File: src/rtl/core/buffer_slot_allocator_defines.svh
// Assertion macros for the slot allocator; they expect clk and rst_n in scope.
`ifndef BUFFER_SLOT_ALLOCATOR_DEFINES_SVH
`define BUFFER_SLOT_ALLOCATOR_DEFINES_SVH

// Same-cycle implication.
`define BSA_ASSERT_IMP(lbl, ante, cons, msg) \
    lbl: assert property (@(posedge clk) disable iff (!rst_n) (ante) |-> (cons)) \
        else $error(msg);

// Next-cycle implication.
`define BSA_ASSERT_NXT(lbl, ante, cons, msg) \
    lbl: assert property (@(posedge clk) disable iff (!rst_n) (ante) |=> (cons)) \
        else $error(msg);

`endif

File: src/rtl/core/bsa_pkg.sv
package bsa_pkg;

    localparam int MAX_IDX_W = 8;

    localparam logic [1:0] OP_FIND   = 2'd0;
    localparam logic [1:0] OP_UNLOCK = 2'd1;
    localparam logic [1:0] OP_FREE   = 2'd2;

    typedef enum logic [1:0] {
        ST_EMPTY    = 2'd0,
        ST_OCCUPIED = 2'd1,
        ST_LOCKED   = 2'd2
    } slot_state_t;

    typedef enum logic [1:0] {
        S_IDLE,
        S_SCAN,
        S_TGT_RD,
        S_TGT_WR
    } ctrl_state_t;

    typedef struct packed {
        logic                 rd_en;
        logic [MAX_IDX_W-1:0] rd_addr;
        logic                 wr_en;
        logic [MAX_IDX_W-1:0] wr_addr;
        slot_state_t          wr_data;
    } mem_req_t;

endpackage

File: src/rtl/core/bsa_slot_mem.sv
module bsa_slot_mem #(
    parameter int SLOTS = 16
) (
    input  logic                  clk,
    input  logic                  rst_n,
    input  bsa_pkg::mem_req_t     req,
    output bsa_pkg::slot_state_t  rd_data
);
    import bsa_pkg::*;

    localparam int IDX_W = (SLOTS > 2) ? $clog2(SLOTS) : 1;

    slot_state_t mem [SLOTS];
    logic [SLOTS-1:0] valid_reg;
    slot_state_t rd_raw_reg;
    logic rd_valid_reg;

    logic [IDX_W-1:0] rd_addr;
    logic [IDX_W-1:0] wr_addr;

    assign rd_addr = req.rd_addr[IDX_W-1:0];
    assign wr_addr = req.wr_addr[IDX_W-1:0];

    always_ff @(posedge clk)
    begin
        if (req.wr_en)
        begin
            mem[wr_addr] <= req.wr_data;
        end
        if (req.rd_en)
        begin
            rd_raw_reg <= mem[rd_addr];
        end
    end

    // never-written entries read as empty
    always_ff @(posedge clk or negedge rst_n)
    begin
        if (!rst_n)
        begin
            valid_reg    <= '0;
            rd_valid_reg <= 1'b0;
        end
        else
        begin
            if (req.wr_en)
            begin
                valid_reg[wr_addr] <= 1'b1;
            end
            if (req.rd_en)
            begin
                rd_valid_reg <= valid_reg[rd_addr];
            end
        end
    end

    assign rd_data = rd_valid_reg ? rd_raw_reg : ST_EMPTY;

endmodule

File: src/rtl/core/bsa_ctrl.sv
`include "buffer_slot_allocator_defines.svh"

module bsa_ctrl #(
    parameter int SLOTS = 16
) (
    input  logic                  clk,
    input  logic                  rst_n,
    input  logic                  start,
    input  logic [1:0]            opcode,
    input  logic [3:0]            target_slot,
    output logic                  busy,
    output logic                  done,
    output logic [3:0]            found_slot,
    output logic                  write_back,
    output logic                  all_locked,
    output bsa_pkg::mem_req_t     mem_req,
    input  bsa_pkg::slot_state_t  rd_data
);
    import bsa_pkg::*;

    localparam int IDX_W = (SLOTS > 2) ? $clog2(SLOTS) : 1;
    localparam int CNT_W = $clog2(SLOTS + 1);
    localparam logic [IDX_W-1:0] LAST_IDX = IDX_W'(SLOTS - 1);
    localparam logic [CNT_W-1:0] FULL_CNT = CNT_W'(SLOTS);
    localparam logic [CNT_W-1:0] LAST_CNT = CNT_W'(SLOTS - 1);

    ctrl_state_t state_reg, state_next;
    logic             phase_rr_reg, phase_rr_next;
    logic             is_free_reg, is_free_next;
    logic [IDX_W-1:0] addr_reg, addr_next;
    logic [CNT_W-1:0] cnt_reg, cnt_next;
    logic             chk_valid_reg, chk_valid_next;
    logic [IDX_W-1:0] chk_addr_reg, chk_addr_next;
    logic             chk_last_reg, chk_last_next;
    logic [CNT_W-1:0] used_reg, used_next;
    logic [IDX_W-1:0] rr_reg, rr_next;
    logic             done_reg, done_next;
    logic [3:0]       found_slot_reg, found_slot_next;
    logic             write_back_reg, write_back_next;
    logic             all_locked_reg, all_locked_next;

    logic             accept;
    logic             tgt_ok;
    logic             issue;
    logic             hit;
    logic             scan_end;
    logic [IDX_W-1:0] addr_inc;
    logic [IDX_W-1:0] rr_inc;

    assign accept   = start && (state_reg == S_IDLE);
    assign tgt_ok   = (32'(target_slot) < SLOTS);
    assign issue    = (cnt_reg < FULL_CNT);
    assign hit      = chk_valid_reg &&
                      (phase_rr_reg ? (rd_data == ST_OCCUPIED) : (rd_data == ST_EMPTY));
    assign scan_end = chk_valid_reg && chk_last_reg && !hit;
    assign addr_inc = (addr_reg == LAST_IDX) ? '0 : addr_reg + 1'b1;
    assign rr_inc   = (rr_reg == LAST_IDX) ? '0 : rr_reg + 1'b1;

    always_comb
    begin
        state_next = state_reg;
        case (state_reg)
            S_IDLE:
            begin
                if (accept)
                begin
                    if (opcode == OP_FIND)
                    begin
                        state_next = S_SCAN;
                    end
                    else if (((opcode == OP_UNLOCK) || (opcode == OP_FREE)) && tgt_ok)
                    begin
                        state_next = S_TGT_RD;
                    end
                end
            end
            S_SCAN:
            begin
                if (hit || (scan_end && phase_rr_reg))
                begin
                    state_next = S_IDLE;
                end
            end
            S_TGT_RD: state_next = S_TGT_WR;
            S_TGT_WR: state_next = S_IDLE;
            default:  state_next = S_IDLE;
        endcase
    end

    always_comb
    begin
        phase_rr_next   = phase_rr_reg;
        is_free_next    = is_free_reg;
        addr_next       = addr_reg;
        cnt_next        = cnt_reg;
        chk_valid_next  = 1'b0;
        chk_addr_next   = chk_addr_reg;
        chk_last_next   = chk_last_reg;
        used_next       = used_reg;
        rr_next         = rr_reg;
        done_next       = 1'b0;
        found_slot_next = found_slot_reg;
        write_back_next = write_back_reg;
        all_locked_next = all_locked_reg;
        mem_req         = '0;
        mem_req.wr_data = ST_EMPTY;

        case (state_reg)
            S_IDLE:
            begin
                if (accept)
                begin
                    if (opcode == OP_FIND)
                    begin
                        cnt_next = '0;
                        if (used_reg == FULL_CNT)
                        begin
                            phase_rr_next = 1'b1;
                            addr_next     = rr_reg;
                            rr_next       = rr_inc;
                        end
                        else
                        begin
                            phase_rr_next = 1'b0;
                            addr_next     = '0;
                        end
                    end
                    else if (((opcode == OP_UNLOCK) || (opcode == OP_FREE)) && tgt_ok)
                    begin
                        addr_next    = IDX_W'(target_slot);
                        is_free_next = (opcode == OP_FREE);
                    end
                    else
                    begin
                        done_next       = 1'b1;
                        found_slot_next = 4'd0;
                        write_back_next = 1'b0;
                        all_locked_next = 1'b0;
                    end
                end
            end
            S_SCAN:
            begin
                // read one slot per cycle, check it the cycle after
                mem_req.rd_en   = issue;
                mem_req.rd_addr = MAX_IDX_W'(addr_reg);
                if (issue)
                begin
                    addr_next      = addr_inc;
                    cnt_next       = cnt_reg + 1'b1;
                    chk_valid_next = 1'b1;
                    chk_addr_next  = addr_reg;
                    chk_last_next  = (cnt_reg == LAST_CNT);
                end
                if (hit)
                begin
                    chk_valid_next  = 1'b0;
                    mem_req.wr_en   = 1'b1;
                    mem_req.wr_addr = MAX_IDX_W'(chk_addr_reg);
                    mem_req.wr_data = ST_LOCKED;
                    if (!phase_rr_reg)
                    begin
                        used_next = used_reg + 1'b1;
                    end
                    done_next       = 1'b1;
                    found_slot_next = 4'(chk_addr_reg);
                    write_back_next = phase_rr_reg;
                    all_locked_next = 1'b0;
                end
                else if (scan_end)
                begin
                    chk_valid_next = 1'b0;
                    if (!phase_rr_reg)
                    begin
                        phase_rr_next = 1'b1;
                        addr_next     = rr_reg;
                        rr_next       = rr_inc;
                        cnt_next      = '0;
                    end
                    else
                    begin
                        done_next       = 1'b1;
                        found_slot_next = 4'd0;
                        write_back_next = 1'b0;
                        all_locked_next = 1'b1;
                    end
                end
            end
            S_TGT_RD:
            begin
                mem_req.rd_en   = 1'b1;
                mem_req.rd_addr = MAX_IDX_W'(addr_reg);
            end
            S_TGT_WR:
            begin
                mem_req.wr_addr = MAX_IDX_W'(addr_reg);
                if (is_free_reg)
                begin
                    if (rd_data != ST_EMPTY)
                    begin
                        mem_req.wr_en   = 1'b1;
                        mem_req.wr_data = ST_EMPTY;
                        if (used_reg != '0)
                        begin
                            used_next = used_reg - 1'b1;
                        end
                    end
                end
                else if (rd_data == ST_LOCKED)
                begin
                    mem_req.wr_en   = 1'b1;
                    mem_req.wr_data = ST_OCCUPIED;
                end
                done_next       = 1'b1;
                found_slot_next = 4'd0;
                write_back_next = 1'b0;
                all_locked_next = 1'b0;
            end
            default:
            begin
            end
        endcase
    end

    always_ff @(posedge clk or negedge rst_n)
    begin
        if (!rst_n)
        begin
            state_reg     <= S_IDLE;
            chk_valid_reg <= 1'b0;
            used_reg      <= '0;
            rr_reg        <= '0;
            done_reg      <= 1'b0;
        end
        else
        begin
            state_reg     <= state_next;
            chk_valid_reg <= chk_valid_next;
            used_reg      <= used_next;
            rr_reg        <= rr_next;
            done_reg      <= done_next;
        end
    end

    always_ff @(posedge clk)
    begin
        phase_rr_reg   <= phase_rr_next;
        is_free_reg    <= is_free_next;
        addr_reg       <= addr_next;
        cnt_reg        <= cnt_next;
        chk_addr_reg   <= chk_addr_next;
        chk_last_reg   <= chk_last_next;
        found_slot_reg <= found_slot_next;
        write_back_reg <= write_back_next;
        all_locked_reg <= all_locked_next;
    end

    assign busy       = (state_reg != S_IDLE);
    assign done       = done_reg;
    assign found_slot = found_slot_reg;
    assign write_back = write_back_reg;
    assign all_locked = all_locked_reg;

    `BSA_ASSERT_IMP(a_done_idle, done_reg, state_reg == S_IDLE, "strobe while busy")
    `BSA_ASSERT_IMP(a_fail_clean, done_reg && all_locked_reg,
        !write_back_reg && (found_slot_reg == 4'd0), "failed find carries a slot")
    `BSA_ASSERT_IMP(a_used_range, 1'b1, used_reg <= FULL_CNT, "used count overflow")
    `BSA_ASSERT_NXT(a_accept_resp, start && !busy, busy || done_reg, "word dropped")
    `BSA_ASSERT_IMP(a_wr_state, mem_req.wr_en,
        (state_reg == S_SCAN) || (state_reg == S_TGT_WR), "stray slot write")

endmodule

File: src/rtl/core/buffer_slot_allocator.sv
// Channel   Handshake             Word
// request   start / busy          opcode, target_slot
// result    done (one cycle)      found_slot, write_back, all_locked
//
// Find: slot memory is scanned one entry per cycle, checked in the next cycle;
// a free-slot scan runs first unless all slots are used, and a round-robin scan
// follows if it runs dry. Unlock/free: read-modify-write of the target slot;
// an unused opcode or an out-of-range target strobes done without any action.
// Reset: all slots empty, count and pointer zero; no clearing pass needed.
// busy drops in the strobe cycle; the receiver cannot stall the result.
module buffer_slot_allocator #(
    parameter int SLOTS = 16
) (
    input  logic       clk,
    input  logic       rst_n,
    input  logic       start,
    output logic       busy,
    input  logic [1:0] opcode,
    input  logic [3:0] target_slot,
    output logic       done,
    output logic [3:0] found_slot,
    output logic       write_back,
    output logic       all_locked
);
    import bsa_pkg::*;

    mem_req_t    mem_req;
    slot_state_t rd_data;

    bsa_ctrl #(
        .SLOTS(SLOTS)
    ) u_ctrl (
        .clk        (clk),
        .rst_n      (rst_n),
        .start      (start),
        .opcode     (opcode),
        .target_slot(target_slot),
        .busy       (busy),
        .done       (done),
        .found_slot (found_slot),
        .write_back (write_back),
        .all_locked (all_locked),
        .mem_req    (mem_req),
        .rd_data    (rd_data)
    );

    bsa_slot_mem #(
        .SLOTS(SLOTS)
    ) u_mem (
        .clk    (clk),
        .rst_n  (rst_n),
        .req    (mem_req),
        .rd_data(rd_data)
    );

endmodule
File: config.mk
export PLATFORM = sky130hd
export DESIGN_NAME = buffer_slot_allocator
export DESIGN_NICKNAME = d
export VERILOG_FILES = /design/src/rtl/core/bsa_pkg.sv /design/src/rtl/core/bsa_slot_mem.sv /design/src/rtl/core/bsa_ctrl.sv /design/src/rtl/core/buffer_slot_allocator.sv
export VERILOG_INCLUDE_DIRS = /design/src /design/src/rtl/core
export SDC_FILE = /design/constraint.sdc
export NUM_CORES = 1
export LEC_CHECK = 0
export ABC_AREA = 0
export BUFFER_PORTS_ARGS = -buffer_cell sky130_fd_sc_hd__buf_2
export CAP_MARGIN = 10
export CORE_MARGIN = 2
export CORE_UTILIZATION = 40
export DETAILED_ROUTE_END_ITERATION = 7
export MAX_ROUTING_LAYER = met4
export PLACE_DENSITY = 0.6
export SLEW_MARGIN = 20
export SYNTH_ARGS = -nofsm -noshare
export SYNTH_HDL_FRONTEND = slang
export SYNTH_SLANG_ARGS = --single-unit
File: constraint.sdc
create_clock -name clk -period 6.77 [get_ports clk]
set_clock_uncertainty 0.1 [all_clocks]
set_input_delay 1.354 -clock clk [delete_from_list [all_inputs] [get_ports clk]]
set_output_delay 1.354 -clock clk [all_outputs]
set_load 0.05 [all_outputs]
==> metrics.md, run 1 <==
| Metric | Value |
|---|---|
| Status | `finished, final reports clean` |
| Total grt overflow | `0` |
| TNS Setup | `0 ps` |
| H-tree levels | `3` |
| Pre-CTS setup slack | `3340 ps` |
| Placed insts | `545` |
| Worst path cell trace | `inv_1 > ha_1 > buf_4 > and3b_1 > a2bb2oi_2 > inv_2 > o211a_1 > a221oi_4 > nor2_1` |
| Proportion of layout cells with a drive suffix above 1 | `about an eighth` |
| Netlist cell types | `66` |
| Cell Count, Final, Fillers Out | `561` |
| Power per cell area | `approximately 440 nW/um2` |
| Clock buffer depth | `2` |
| Dpl hpwl | `7220 um` |
| Num rows | `39` |
| CP max FO | `27` |
| Number of synthesized flops with an enable pin | `56` |
| Die area | `12300 um2` |
| Drt pass-1 iters | `5` |
| Die height | `111 um` |
| First-pass GRT wire length | `16900 um` |
| Post-synth top area cell | `edfxtp_1` |
| Antenna Cells | `0` |
| Top FF cell, synth | `edfxtp_1` |
| Number of buffers created by CTS | `9` |
| FF-to-FF path depth | `9` |
| Clock Pin Slew Worst Setup and Hold Paths | `roughly 60 ps` |
| Finished Core Util | `44.6%` |
| CP Buf/Inv Count | `3` |
| Clock power share | `about a fifth` |
| Max-cap viol count | `0` |
| Combinational share of power | `41.0%` |
| Post-synthesis net count | `between 400 and 500` |
| Setup violators final | `0` |
| Footprint of the multi-input gates | `1960 um2` |
| Reg-to-Reg Start | `u_ctrl.state_reg[1]$_DFFE_PN0P_` |
| Io pins | `17` |
| Period Utilization, post-route | `46.3%` |
| Synth-to-layout area growth | `10.2%` |
| Internal power | `1.28 mW` |
| Number of synthesized register bits | `86` |
| Synth top area share | `36.8%` |
| Leakage power | `1.99 nW` |
| Normalized max-slew margin | `a little over two fifths` |
| Hold depth | `1` |
| DRC | `0` |
| Fillers | `between 1000 and 1500` |
| Crit path launch type | `flop` |
| Largest net degree at the start of global routing | `32` |
| Register area share after synthesis | `53.3%` |
| Core area | `11300 um2` |
| Fin nets | `438` |
| WL final | `10500 um` |
| Routability Congestion | `0.822` |
| Post-synth ARST share | `34.9%` |
| P_sw | `0.908 mW` |
| Tightest Hold Check Type | `reg2reg` |
| Critical path origin | `u_ctrl.state_reg[1]$_DFFE_PN0P_` |
| Initial antenna violation count | `0` |
| Routed WL per cell | `18.6 um` |
| Crit path kind | `reg2reg` |
| Via count | `around 3200` |
| Switch share | `41.4%` |
| Final Max Tran Viols | `0` |
| CP Data Required Time | `about 6700 ps` |
| Critical path's largest stage delay | `between 400 and 500 ps` |
| PortBufs | `16` |
| WP data arrival | `3110 ps` |
| Count leader, synth | `edfxtp_1` |
| Post-CTS sizing | `0` |
| CP max stage cell | `a221oi_4` |
| Post-route setup slack | `3630 ps` |
| Drt via density | `5.75` |
| Ranking of synthesized cells by area | `edfxtp_1 37%, dfrtp_1 16%, ha_1 4.1%, mux2i_1 3.5%, nor2_1 3.2%` |
| Syn avg cell area | `11.4 um2` |
| Remaining antenna violation count | `0` |
| Cell family with most CP delay | `compound AO/OA/AOI/OAI gates` |
| Hold Startpoint | `u_mem.valid_reg[3]$_DFFE_PN0P_` |
| Max rail drop VDD | `about 0.00023 V` |
| CTS tree | `yes` |
| Worst-skew pair later-pin latency | `340 ps` |
| Setup Buffers After CTS | `0` |
| Syn Inst Count | `roughly 400` |
| Register area | `2430 um2` |
| Largest register FFs | `32` |
| Synth warn | `0` |
| Slew @ Worst Pin | `853 ps` |
| Clk sinks | `86` |
| Initial DRC count | `246` |
| Minimum clock period | `3140 ps` |
| Synth top cells by count | `56 x edfxtp_1, 39 x nor2_1, 30 x dfrtp_1` |
| Clock root buffer | `clkbuf_16` |
| Number of cells on the critical path | `9` |
| CTS Hold Bufs | `0` |
| Fmax | `roughly 0.32 GHz` |
| Mapped Area | `4560 um2` |
| Seq pwr share | `37.9%` |
| Crit end category | `flop` |
| Vias in the first global route | `approximately 3200` |
| Final hold violation count | `0` |
| Total global-route track usage | `18.0%` |
| Die X | `111 um` |
| Initial Util | `40.5%` |
| RSZ-0062 raised after global routing | `no` |
metal layers:
layer / share of wire, % / wire [um] / vias to the layer above / track usage (%)
met3: 5.3 / 550 / 8 / 3.50
li1: - / - / 1536 / -
met4: 0.89 / 93 / 0 / 5.00
met5: 0 / 0 / - / -
met1: 45 / 4730 / 1584 / 23.7
met2: 49 / 5090 / 98 / 28.7
layout by cell type, fill, tap and decap left out, types with 4 or more instances in the layout:
| master | instances |
|---|---|
| o21bai_1 | 17 |
| nand2b_1 | 6 |
| mux2i_1 | 16 |
| a211oi_1 | 10 |
| nor3_1 | 5 |
| o21ai_0 | 13 |
| o21ai_1 | 6 |
| xor2_1 | 4 |
| and3_1 | 5 |
| clkbuf_16 | 9 |
| nand2_1 | 19 |
| mux2_2 | 5 |
| buf_4 | 4 |
| xnor2_1 | 6 |
| nor2b_1 | 5 |
| buf_2 | 16 |
| a21o_1 | 4 |
| inv_1 | 17 |
| dfrtp_1 | 30 |
| or3_1 | 4 |
| edfxtp_1 | 56 |
| a31oi_1 | 8 |
| nand3_1 | 8 |
| ha_1 | 15 |
| a21oi_1 | 25 |
| nor2_1 | 39 |
per-stage QoR:
step                      hold slack [ps]  total power [mW]  instance area [um2]
final                                 367              2.19                 5030
after global routing                  388              2.33                 5030
after CTS                             372              2.20                 5030
after detailed placement              357              1.74                 4750
after global placement                355              1.72                 4750
after floorplan                       324              1.52                 4560
power by group through the flow:
stage,Sequential [mW],Combinational (mW),Clock (mW)
2_1_floorplan,0.856,0.663,0
3_3_place_gp,0.839,0.885,0
3_5_place_dp,0.841,0.899,0
4_1_cts,0.831,0.901,0.465
5_1_grt,0.849,0.993,0.492
6_report,0.831,0.898,0.462
worst reg2reg max path, stage by stage, from the launching register on:
cell and delay, ps:
dfrtp_1 390, inv_1 110, ha_1 190, buf_4 230
and3b_1 230, a2bb2oi_2 420, inv_2 320, o211a_1 260
a221oi_4 440, nor2_1 170
cell type report:
cell class / count / share of cell area, %
Sequential cell: 86 / 48.4
Multi-Input combinational cell: 277 / 39.0
Clock buffer: 10 / 4.55
Tap cell: 143 / 3.56
Timing Repair Buffer: 20 / 2.19
Inverter: 19 / 1.42
Clock inverter: 6 / 0.896
cell families (layout without fill, tap and decap cells):
logic type	Yosys count	in the layout	synth area share (%)
AOI/OAI and AO/OA	122	122	19.7
and+or+nand+nor	107	107	11.5
DFF	86	86	53.3
buffers and inverters	38	55	3.87
muxes	22	22	5.24
adders and majority gates	16	16	4.55
xor gates and xnor gates	10	10	1.92
worst paths after layout:
kind | to | slack, ps
min in group asynchronous | u_ctrl.done$_DFF_PN0_ | 960
worst min register to register | u_mem.valid_reg[3]$_DFFE_PN0P_ | 370
max in group asynchronous | u_mem.valid_reg[3]$_DFFE_PN0P_ | 5150
worst min-delay path | u_mem.valid_reg[3]$_DFFE_PN0P_ | 370
worst max register to register | u_mem.mem[15][1]$_DFFE_PP_ | 3630
worst max-delay path | u_mem.mem[15][1]$_DFFE_PP_ | 3630
Power figures use the tool's default switching activity.
==> inputs of run 2 (changes only) <==
==> constraint.sdc (replaced) <==
create_clock -name clk -period 3 [get_ports clk]
set_clock_uncertainty 0.1 [all_clocks]
set_input_delay 0.6 -clock clk [delete_from_list [all_inputs] [get_ports clk]]
set_output_delay 0.6 -clock clk [all_outputs]
set_load 0.05 [all_outputs]
==> metrics.md, run 2 (same netlist as run 1, synthesis figures left out) <==
| Metric | Value |
|---|---|
| Status | `finished, final reports clean` |
| Placed inst area | `a little under 5000 um2` |
| Most common cell after layout, fill and taps aside | `edfxtp_1` |
| Metal2 WL | `5020 um` |
| Die height | `between 100 and 150 um` |
| Final hold violation count | `0` |
| Clock buffer depth | `2` |
| Period Utilization, post-route | `93.7%` |
| CTS tree | `yes` |
| Total global-route track usage | `19.2%` |
| CP max stage cell | `a211o_1` |
| Normalized max-slew margin | `44.1%` |
| Number of cells on the critical path | `8` |
| RSZ-0062 raised after global routing | `no` |
| Register area | `roughly 2400 um2` |
| TNS Setup | `0 ps` |
| Die area | `12300 um2` |
| Routability Congestion | `between 0.8 and 0.9` |
| Initial DRC count | `266` |
| Met3 WL | `670 um` |
| Crit end category | `flop` |
| Dpl hpwl | `7740 um` |
| Via count | `3347` |
| Setup violators final | `0` |
| Antenna Cells | `0` |
| Max-cap viol count | `0` |
| PortBufs | `16` |
| Leakage power | `2.04 nW` |
| Proportion of layout cells with a drive suffix above 1 | `between 10% and 20%` |
| Drt pass-1 iters | `5` |
| WP data arrival | `2750 ps` |
| Placed insts | `555` |
| Reg-to-Reg Start | `u_ctrl.state_reg[1]$_DFFE_PN0P_` |
| Crit path kind | `reg2reg` |
| Synth-to-layout area growth | `12.3%` |
| Worst path cell trace | `inv_1 > ha_1 > and3b_1 > a2bb2oi_2 > buf_4 > o21ai_0 > a211o_1 > nor2_1` |
| Minimum clock period | `2810 ps` |
| Total grt overflow | `0` |
| Fmax | `0.356 GHz` |
| Initial Util | `40.5%` |
| Worst-skew pair later-pin latency | `around 350 ps` |
| Cell Count, Final, Fillers Out | `571` |
| Uppermost routed layer | `met4` |
| Core area | `11300 um2` |
| Clk sinks | `86` |
| CP Buf/Inv Count | `2` |
| Critical path origin | `u_ctrl.state_reg[1]$_DFFE_PN0P_` |
| First-pass GRT wire length | `17800 um` |
| Number of buffers created by CTS | `9` |
| Fillers | `~1000` |
| Setup Buffers After CTS | `0` |
| Design area | `~5100 um2` |
| Clock root buffer | `clkbuf_16` |
| H-tree levels | `3` |
| Most frequent cells in the layout | `56 x edfxtp_1, 39 x nor2_1, 30 x dfrtp_1` |
| Tightest Hold Check Type | `in2async` |
| Largest register FFs | `32` |
| FF-to-FF path depth | `8` |
| Slew @ Worst Pin | `832 ps` |
| Cell family with most CP delay | `compound AO/OA/AOI/OAI gates` |
| Fin nets | `448` |
| Drt via density | `5.86` |
| Routed WL per cell | `between 15 and 20 um` |
| Initial antenna violation count | `0` |
| Critical path's largest stage delay | `480 ps` |
| Footprint of the multi-input gates | `1970 um2` |
| DRC | `0` |
| WL final | `10800 um` |
| Crit path launch type | `flop` |
| Power per cell area | `997 nW/um2` |
| CP max FO | `10` |
| Clock Pin Slew Worst Setup and Hold Paths | `approximately 60 ps` |
| Largest net degree at the start of global routing | `31` |
| Remaining antenna violation count | `0` |
| Die X | `approximately 110 um` |
| Max rail drop VDD | `just under 0.0006 V` |
| Vias in the first global route | `3298` |
| Io pins | `17` |
| M1 WL | `~4900 um` |
| CP Data Required Time | `around 3000 ps` |
| Final Max Tran Viols | `0` |
| Total design power | `5.11 mW` |
| Num rows | `39` |
[run 2: changes by cell type in the layout (fill, tap and decap cells not counted)]
cell | previous run | this run
buf_4 | 4 | 14
clkinvlp_4 | 0 | 2
ha_1 | 15 | 13
ha_2 | 0 | 2
inv_6 | 2 | 0
bufinv_16 | 0 | 1
clkinv_1 | 0 | 1
clkinv_4 | 2 | 1
clkinvlp_2 | 1 | 0
[run 2: what timing repair did]
| action | 4_1_cts | 5_1_grt |
|---|---|---|
| gates resized for setup | 0 | 2 |
| hold buffers | 0 | 0 |
| setup endpoints to repair | 0 | 1 |
| hold endpoints to repair | 0 | 0 |
[run 2: routing by layer]
metal	vias up	global-route usage [%]
li1	1557	-
met5	-	-
met1	1657	26.1
met4	0	8.67
met2	113	28.1
met3	20	3.72
[run 2: through the flow]
stage	setup WS, ps	util, %	hold WS, ps
after global routing	10.5	45.5	265
after CTS	83.3	45.4	221
after floorplan	494	-	204
after global placement	120	42.8	352
after detailed placement	103	42.8	361
final	190	45.5	206
[run 2: worst paths after layout]
path,end,slack (ps)
setup / recovery,u_mem.mem[5][1]$_DFFE_PP_,190
hold reg to reg,u_mem.valid_reg[3]$_DFFE_PN0P_,370
max in group asynchronous,u_mem.valid_reg[9]$_DFFE_PN0P_,2130
min in group clk,u_mem.valid_reg[3]$_DFFE_PN0P_,370
setup reg to reg,u_mem.mem[5][1]$_DFFE_PP_,190
hold / removal,u_ctrl.rr_reg[0]$_DFFE_PN0P_,210
[run 2: final cells by class]
type | instances | share of cell area, %
multi-input cells | 277 | 38.4
clock inverters | 6 | 1.22
well taps | 143 | 3.49
repair buffers | 30 | 3.61
inverters | 19 | 1.39
flip-flops and latches | 86 | 47.4
clock buffers | 10 | 4.47
[run 2: where the power goes]
| part | switching (mW) | leakage (nW) | internal, mW |
|---|---|---|---|
| combinational | 1.31 | 0.955 | 0.801 |
| sequential | 0.295 | 0.946 | 1.59 |
| clock | 0.467 | 0.136 | 0.642 |
[run 2: worst register-to-register path, delay by kind of cell, from the launching register on]
kind / cells / cell delay (ps)
compound gates: 3 / 850
fa+ha+maj: 1 / 340
buf+inv: 2 / 310
flops: 1 / 390
simple gates: 2 / 490
